`src/design/sedd_pkg.sv`:
```
package sedd_pkg;

   localparam int SEDD_WIDTH_DEFAULT = 1024;

   // stored error and the weighted error parts
   typedef logic signed [7:0] err_type;
   typedef logic signed [5:0] part_type;

   // transaction command and kernel direction codes
   typedef enum logic [1:0] {
      CMD_PIXEL     = 2'd0,
      CMD_NEXT_ROW  = 2'd1,
      CMD_CLEAR_ALL = 2'd2,
      CMD_UNUSED    = 2'd3
   } cmd_type;

   typedef enum logic [1:0] {
      DIR_PARITY = 2'd0,
      DIR_LTR    = 2'd1,
      DIR_RTL    = 2'd2,
      DIR_UNUSED = 2'd3
   } dir_type;

   // quantizer thresholds and output levels
   localparam logic [7:0] Q_THR1 = 8'd43;
   localparam logic [7:0] Q_THR2 = 8'd128;
   localparam logic [7:0] Q_THR3 = 8'd213;
   localparam logic [7:0] Q_LVL1 = 8'd85;
   localparam logic [7:0] Q_LVL2 = 8'd170;
   localparam logic [7:0] Q_LVL3 = 8'd255;

   // add a part into a stored error, saturating at the 8-bit signed range
   function automatic err_type sat_add(input err_type e, input part_type d);
      logic signed [8:0] s;
      s = 9'(e) + 9'(d);
      if (s > 9'sd127) begin
         return err_type'(8'sd127);
      end else if (s < -9'sd128) begin
         return err_type'(-8'sd128);
      end else begin
         return err_type'(s[7:0]);
      end
   endfunction

endpackage

```
`src/design/sedd_kernel.sv`:
```
module sedd_kernel import sedd_pkg::*; (
   input  logic [7:0] gray,
   input  err_type    err_in,
   output logic [1:0] level,
   output part_type   part7,
   output part_type   part3,
   output part_type   part5,
   output part_type   part1
);

   logic signed [9:0] sum;
   logic [7:0]        adj;
   logic [7:0]        qval;
   logic signed [8:0] err9;
   logic signed [9:0] e10;
   logic signed [9:0] m7;
   logic signed [9:0] m3;
   logic signed [9:0] m5;

   always_comb begin
      sum = 10'(signed'({1'b0, gray})) + 10'(err_in);
      if (sum < 10'sd0) begin
         adj = 8'd0;
      end else if (sum > 10'sd255) begin
         adj = 8'd255;
      end else begin
         adj = sum[7:0];
      end

      priority if (adj < Q_THR1) begin
         level = 2'd0;
         qval  = 8'd0;
      end else if (adj < Q_THR2) begin
         level = 2'd1;
         qval  = Q_LVL1;
      end else if (adj < Q_THR3) begin
         level = 2'd2;
         qval  = Q_LVL2;
      end else begin
         level = 2'd3;
         qval  = Q_LVL3;
      end

      // error stays within -42..42
      err9 = signed'({1'b0, adj}) - signed'({1'b0, qval});
      e10  = 10'(err9);
      m7   = e10 * 10'sd7;
      m3   = e10 * 10'sd3;
      m5   = e10 * 10'sd5;
      // arithmetic shift gives the floor of the division by 16
      part7 = part_type'(m7 >>> 4);
      part3 = part_type'(m3 >>> 4);
      part5 = part_type'(m5 >>> 4);
      part1 = part_type'(e10 >>> 4);
   end

endmodule

```
`config.mk`:
```
export PLATFORM = sky130hd
export DESIGN_NAME = sedd_kernel
export DESIGN_NICKNAME = d
export VERILOG_FILES = /design/src/design/sedd_pkg.sv /design/src/design/sedd_kernel.sv
export SDC_FILE = /design/constraint.sdc
export NUM_CORES = 1
export LEC_CHECK = 0
export BUFFER_PORTS_ARGS = -buffer_cell sky130_fd_sc_hd__buf_2
export CAP_MARGIN = 20
export CORE_ASPECT_RATIO = 0.9
export CORE_MARGIN = 3
export CORE_UTILIZATION = 32
export DETAILED_ROUTE_END_ITERATION = 12
export PLACE_DENSITY = 0.55
export SLEW_MARGIN = 20
export SYNTH_ARGS = -nofsm -noshare
export SYNTH_HDL_FRONTEND = slang
export SYNTH_SLANG_ARGS = --single-unit
export TNS_END_PERCENT = 30
```
`constraint.sdc`:
```
create_clock -name vclk -period 20.9
set_clock_uncertainty 0.15 [all_clocks]
set_input_delay 2.09 -clock vclk [all_inputs]
set_output_delay 2.09 -clock vclk [all_outputs]
set_load 0.05 [all_outputs]
```
==> reports/metrics.yaml, run 1 <==
timing:
  finalCritPeriodShare: 0.5050
  hold_violations: 0
  tightest_slew_ns: 0.6815
  timing.fmax_ghz: 0.09474
  slew_violations: 0
  period_needed_ns: 10.56
  setup_viol: 0
  fin_tns_setup_ns: 0
  rsz0062_at_grt: "no"
  relSlewSlack: 0.5435
setup_path:
  cp_slowest_cell: "nor2b_1"
  critPathArrivalTime_ns: 8.32
  cp_top_family: "adder cells"
  cpPeakStageDelay_ns: 0.54
  cp.required_ns: 18.66
  path_class: "in -> out"
  setup.worst_path.start_class: "input port"
  worst-path-buf-inv: 4
  endpoint_kind: "primary output"
  path_max_fanout: 9
placement:
  routabilityCongestion: 0.8065
  port-buffer-count: 42
  dp_hpwl_um: 3699
drt:
  avgViaCountPerCell: 4.850
  ant_nets: 0
  num_vias: 1751
  drc_errors: 0
  drt_iter0_markers: 132
  drt-total-wl_um: 4155
  wl_per_cell_um: 11.51
  dr.pass1.iters: 4
logic_synthesis:
  syn_area_um2: 1967
  synth_top_area_frac: 0.3117
  synth_nets: 327
  synthCells: 253
  synth.largest_area_cell: "ha_1"
  yosysWarnings: 0
  ys_seq_area_frac: 0
  yosysMostFrequentCell: "ha_1"
  synth_cell_types: 42
  synth_area_leaders: "ha_1, fa_1, xnor2_1"
  synth_common_cells: "ha_1, inv_1, o21ai_0"
  avgSynthCellArea_um2: 7.774
cts:
  cts_setup_buffers: 0
  cts-resized-gates: 0
  postCtsHoldBufs: 0
global_routing:
  grt_pass1_wl_um: 7507
  grt_max_degree: 10
  grt_pass1_vias: 1728
  grt_overflow: 0
  globalRouteTotalUtil: 0.1237
  antenna_found_initial: 0
floorplanning:
  ios: 42
  design.core.area_um2: 5823
  die_h_um: 80.38
  die_area_um2: 7124
  die_w_um: 88.64
  start_util: 0.3378
  num_rows: 26
finish:
  n_antenna_cell: 0
  final.clkbuf_count: 0
  flops_and_latches: 0
  area_growth_pct: 14.12
  seq_area_um2: 0
  fin_nets: 367
  drive_above_1_share: 0.1718
flow_run:
  cap_viol_max_count: 0
hold_path:
  worst_hold_path_type: "in -> out"
status:
  outcome: "finished clean"
## cells by family (layout without fill, tap and decap cells)
| kind of cell | Yosys count | after routing | share of synthesized area |
|---|---|---|---|
| adder cells (fa/ha/maj) | 58 | 58 | 0.4033 |
| AO/OA/AOI/OAI | 80 | 80 | 0.2754 |
| buffers and inverters | 37 | 75 | 0.07316 |
| XOR/XNOR | 27 | 27 | 0.1202 |
| AND/OR/NAND/NOR | 51 | 51 | 0.1279 |
## tightest hold or removal path, cell delays in order
cell and delay (ns):
buf_2 0.14, nand2b_1 0.12, o22ai_1 0.14, buf_2 0.24
## placed cells by master (no fill, tap or decap), drive strengths merged, types with 2 or more instances in the layout
master,instances
ha,49
buf,42
inv,33
o21ai,23
xnor2,19
a21oi,17
nor2,15
nand2,11
nor2b,9
fa,9
nand2b,8
xor2,8
a21o,7
a21boi,3
a211oi,3
o21a,3
o21bai,3
a22oi,3
o211ai,2
or2,2
a22o,2
and2,2
a31oi,2
nand3,2
a211o,2
## metal layers
layer  vias up  wire [um]  global-route usage
met5         -          0                   0
met3         0         95            0.003077
met1       761       2308              0.1920
met4         0          0                   0
li1        965          -                   -
met2        25       1750              0.1996
## cell type report
type                            instances  area (um2)
Timing Repair Buffer                   42       210.2
Multi-Input combinational cell        216        1823
Tap cell                               70       87.58
Fill cell                             617        3578
Inverter                               33       123.9
## metrics by stage
| step | util | setup slack, ns | hold WS (ns) | instance area (um2) | std cells |
|---|---|---|---|---|---|
| CTS | 0.3855 | 10.33 | 4.692 | 2245 | 361 |
| global placement | 0.3855 | 10.47 | 4.682 | 2245 | 361 |
| global route | 0.3855 | 9.618 | 4.729 | 2245 | 361 |
| finish | 0.3855 | 10.34 | 4.684 | 2245 | 361 |
| detailed placement | 0.3855 | 10.34 | 4.689 | 2245 | 361 |
| floorplan | - | 9.627 | 4.463 | 1967 | 253 |
## path summary, 6_finish.rpt
path / cells after the start / end / start
hold / removal: 4 / level[1] / err_in[7]
setup / recovery: 28 / part7[5] / gray[1]
Power of run 1 is not shown: default switching activity piles up to over one toggle a cycle in this logic, so the estimate is an artifact.
==> inputs of run 2 (changes only) <==
ABC_AREA = 1   (was default)
PLACE_DENSITY = 0.57   (was 0.55)
clock period = 8.8 ns   (was 20.9 ns; I/O delays follow)
==> run 2 against run 1 <==
Compared with the run above: die area is 0.89% lower; utilization is 0.11 points higher; via count is 1.5% lower; setup slack worse by 9.2 ns; flip-flop and latch count stayed put; synthesized cell count is 6.3% higher; worst hold slack worse by 2.3 ns; final cell count is 5.3% higher; highest routed layer unchanged.
==> reports/metrics.yaml, run 2 <==
global_routing:
  antenna_found_initial: 0
  globalRouteTotalUtil: 0.1151
  grt_max_degree: 10
  grt_overflow: 0
  grt_pass1_vias: 1652
  grt_pass1_wl_um: 6948
placement:
  routabilityCongestion: 0.8170
  dp_hpwl_um: 3506
  port-buffer-count: 42
setup_path:
  critPathArrivalTime_ns: 6.63
  cp.required_ns: 7.77
  crit_top_cell: "inv_1"
  cp_slowest_cell: "fa_1"
  setup.worst_path.start_class: "input port"
  cpPeakStageDelay_ns: 0.49
  path_class: "in -> out"
  endpoint_kind: "primary output"
  path_max_fanout: 9
drt:
  num_vias: 1725
  drt_iter0_markers: 58
  dr.pass1.iters: 4
  ant_nets: 0
  drc_errors: 0
  drt-total-wl_um: 3772
  avgViaCountPerCell: 4.539
  wl_per_cell_um: 9.926
logic_synthesis:
  synth_fa_ha_area_frac: 0.4072
  synth.largest_area_cell: "ha_1"
  synth-compound-area-share: 0.1201
  synth_xor_area_frac: 0.1394
  yosysMostFrequentCell: "inv_1"
  synth_common_cells: "inv_1, ha_1, nand2_1"
  synth_cell_types: 27
  ys_seq_area_frac: 0
  avgSynthCellArea_um2: 7.242
  synth_area_leaders: "ha_1, inv_1, xor2_1"
  syn_area_um2: 1948
  synth_top_family_by_area: "adder cells"
  synth_top_area_frac: 0.3147
  synth_nets: 343
  synthMuxAreaShare: 0
  synthCells: 269
  yosysWarnings: 0
  synth_simple_gate_area_share: 0.2100
finish:
  fin_util: 0.3866
  flops_and_latches: 0
  fin_nets: 386
  fill_cells: 629
  layout_common_cells: "inv_1, ha_1, buf_2, nand2_1"
  final_common_cell: "inv_1"
  area_growth_pct: 14.90
  n_antenna_cell: 0
  drive_above_1_share: 0.2161
  multi_input_area_um2: 1708
  final.clkbuf_count: 0
  seq_area_um2: 0
hold_path:
  worst_hold_path_type: "in -> out"
cts:
  cts-resized-gates: 0
  postCtsHoldBufs: 0
  cts_setup_buffers: 0
timing:
  finalCritPeriodShare: 0.8703
  fin_tns_setup_ns: 0
  rsz0062_at_grt: "no"
  tightest_slew_ns: 0.4632
  setup_viol: 0
  period_needed_ns: 7.659
  hold_violations: 0
  timing.fmax_ghz: 0.1306
  holdWs_ns: 2.365
  relSlewSlack: 0.6912
  slew_violations: 0
floorplanning:
  ios: 42
  design.core.area_um2: 5791
  die_w_um: 88.25
  die_area_um2: 7061
  die_h_um: 80.02
  start_util: 0.3364
  num_rows: 26
status:
  outcome: "finished clean"
flow_run:
  cap_viol_max_count: 0
## run 2: cell families (layout without fill, tap and decap cells)
| family | Yosys count | count (layout) |
|---|---|---|
| xor gates and xnor gates | 31 | 31 |
| and+or+nand+nor | 77 | 77 |
| buffers and inverters | 63 | 104 |
| adders and majority gates | 58 | 58 |
| AOI/OAI and AO/OA | 40 | 40 |
## run 2: path summary, 6_finish.rpt
kind              startpoint  endpoint  slack (ns)  depth (start not counted)
hold / removal     err_in[7]  level[1]        2.37                          6
setup / recovery     gray[0]  part7[5]        1.14                         33
## run 2: metrics by stage
step                setup WS, ns  cell area, um2  instances
detailed placement         1.123            2238        380
global route              0.5993            2238        380
global placement           1.235            2238        380
finish                     1.141            2238        380
CTS                        1.108            2238        380
floorplan                 0.7403            1948        269
## run 2: layout make-up
cell class         count  share of cell area
multi-input cells    206              0.7630
inverters             62              0.1040
repair buffers        42             0.09391
well taps             70             0.03913
## run 2: per-layer routing
layer / up-vias / global-route usage / part of all wire
li1: 936 / - / -
met1: 760 / 0.1751 / 0.53
met2: 29 / 0.1921 / 0.44
met3: 0 / 0.001032 / 0.029
met4: 0 / 0 / 0
met5: - / 0 / 0
## run 2: worst max-delay path: cells and delay by family
family	cells	cell delay, ns
XOR/XNOR	2	0.44
buffers and inverters	8	0.79
AO/OA/AOI/OAI	7	1.41
AND/OR/NAND/NOR	9	0.81
adder cells (fa/ha/maj)	7	2.29
Power of run 2 is left out for the same reason.
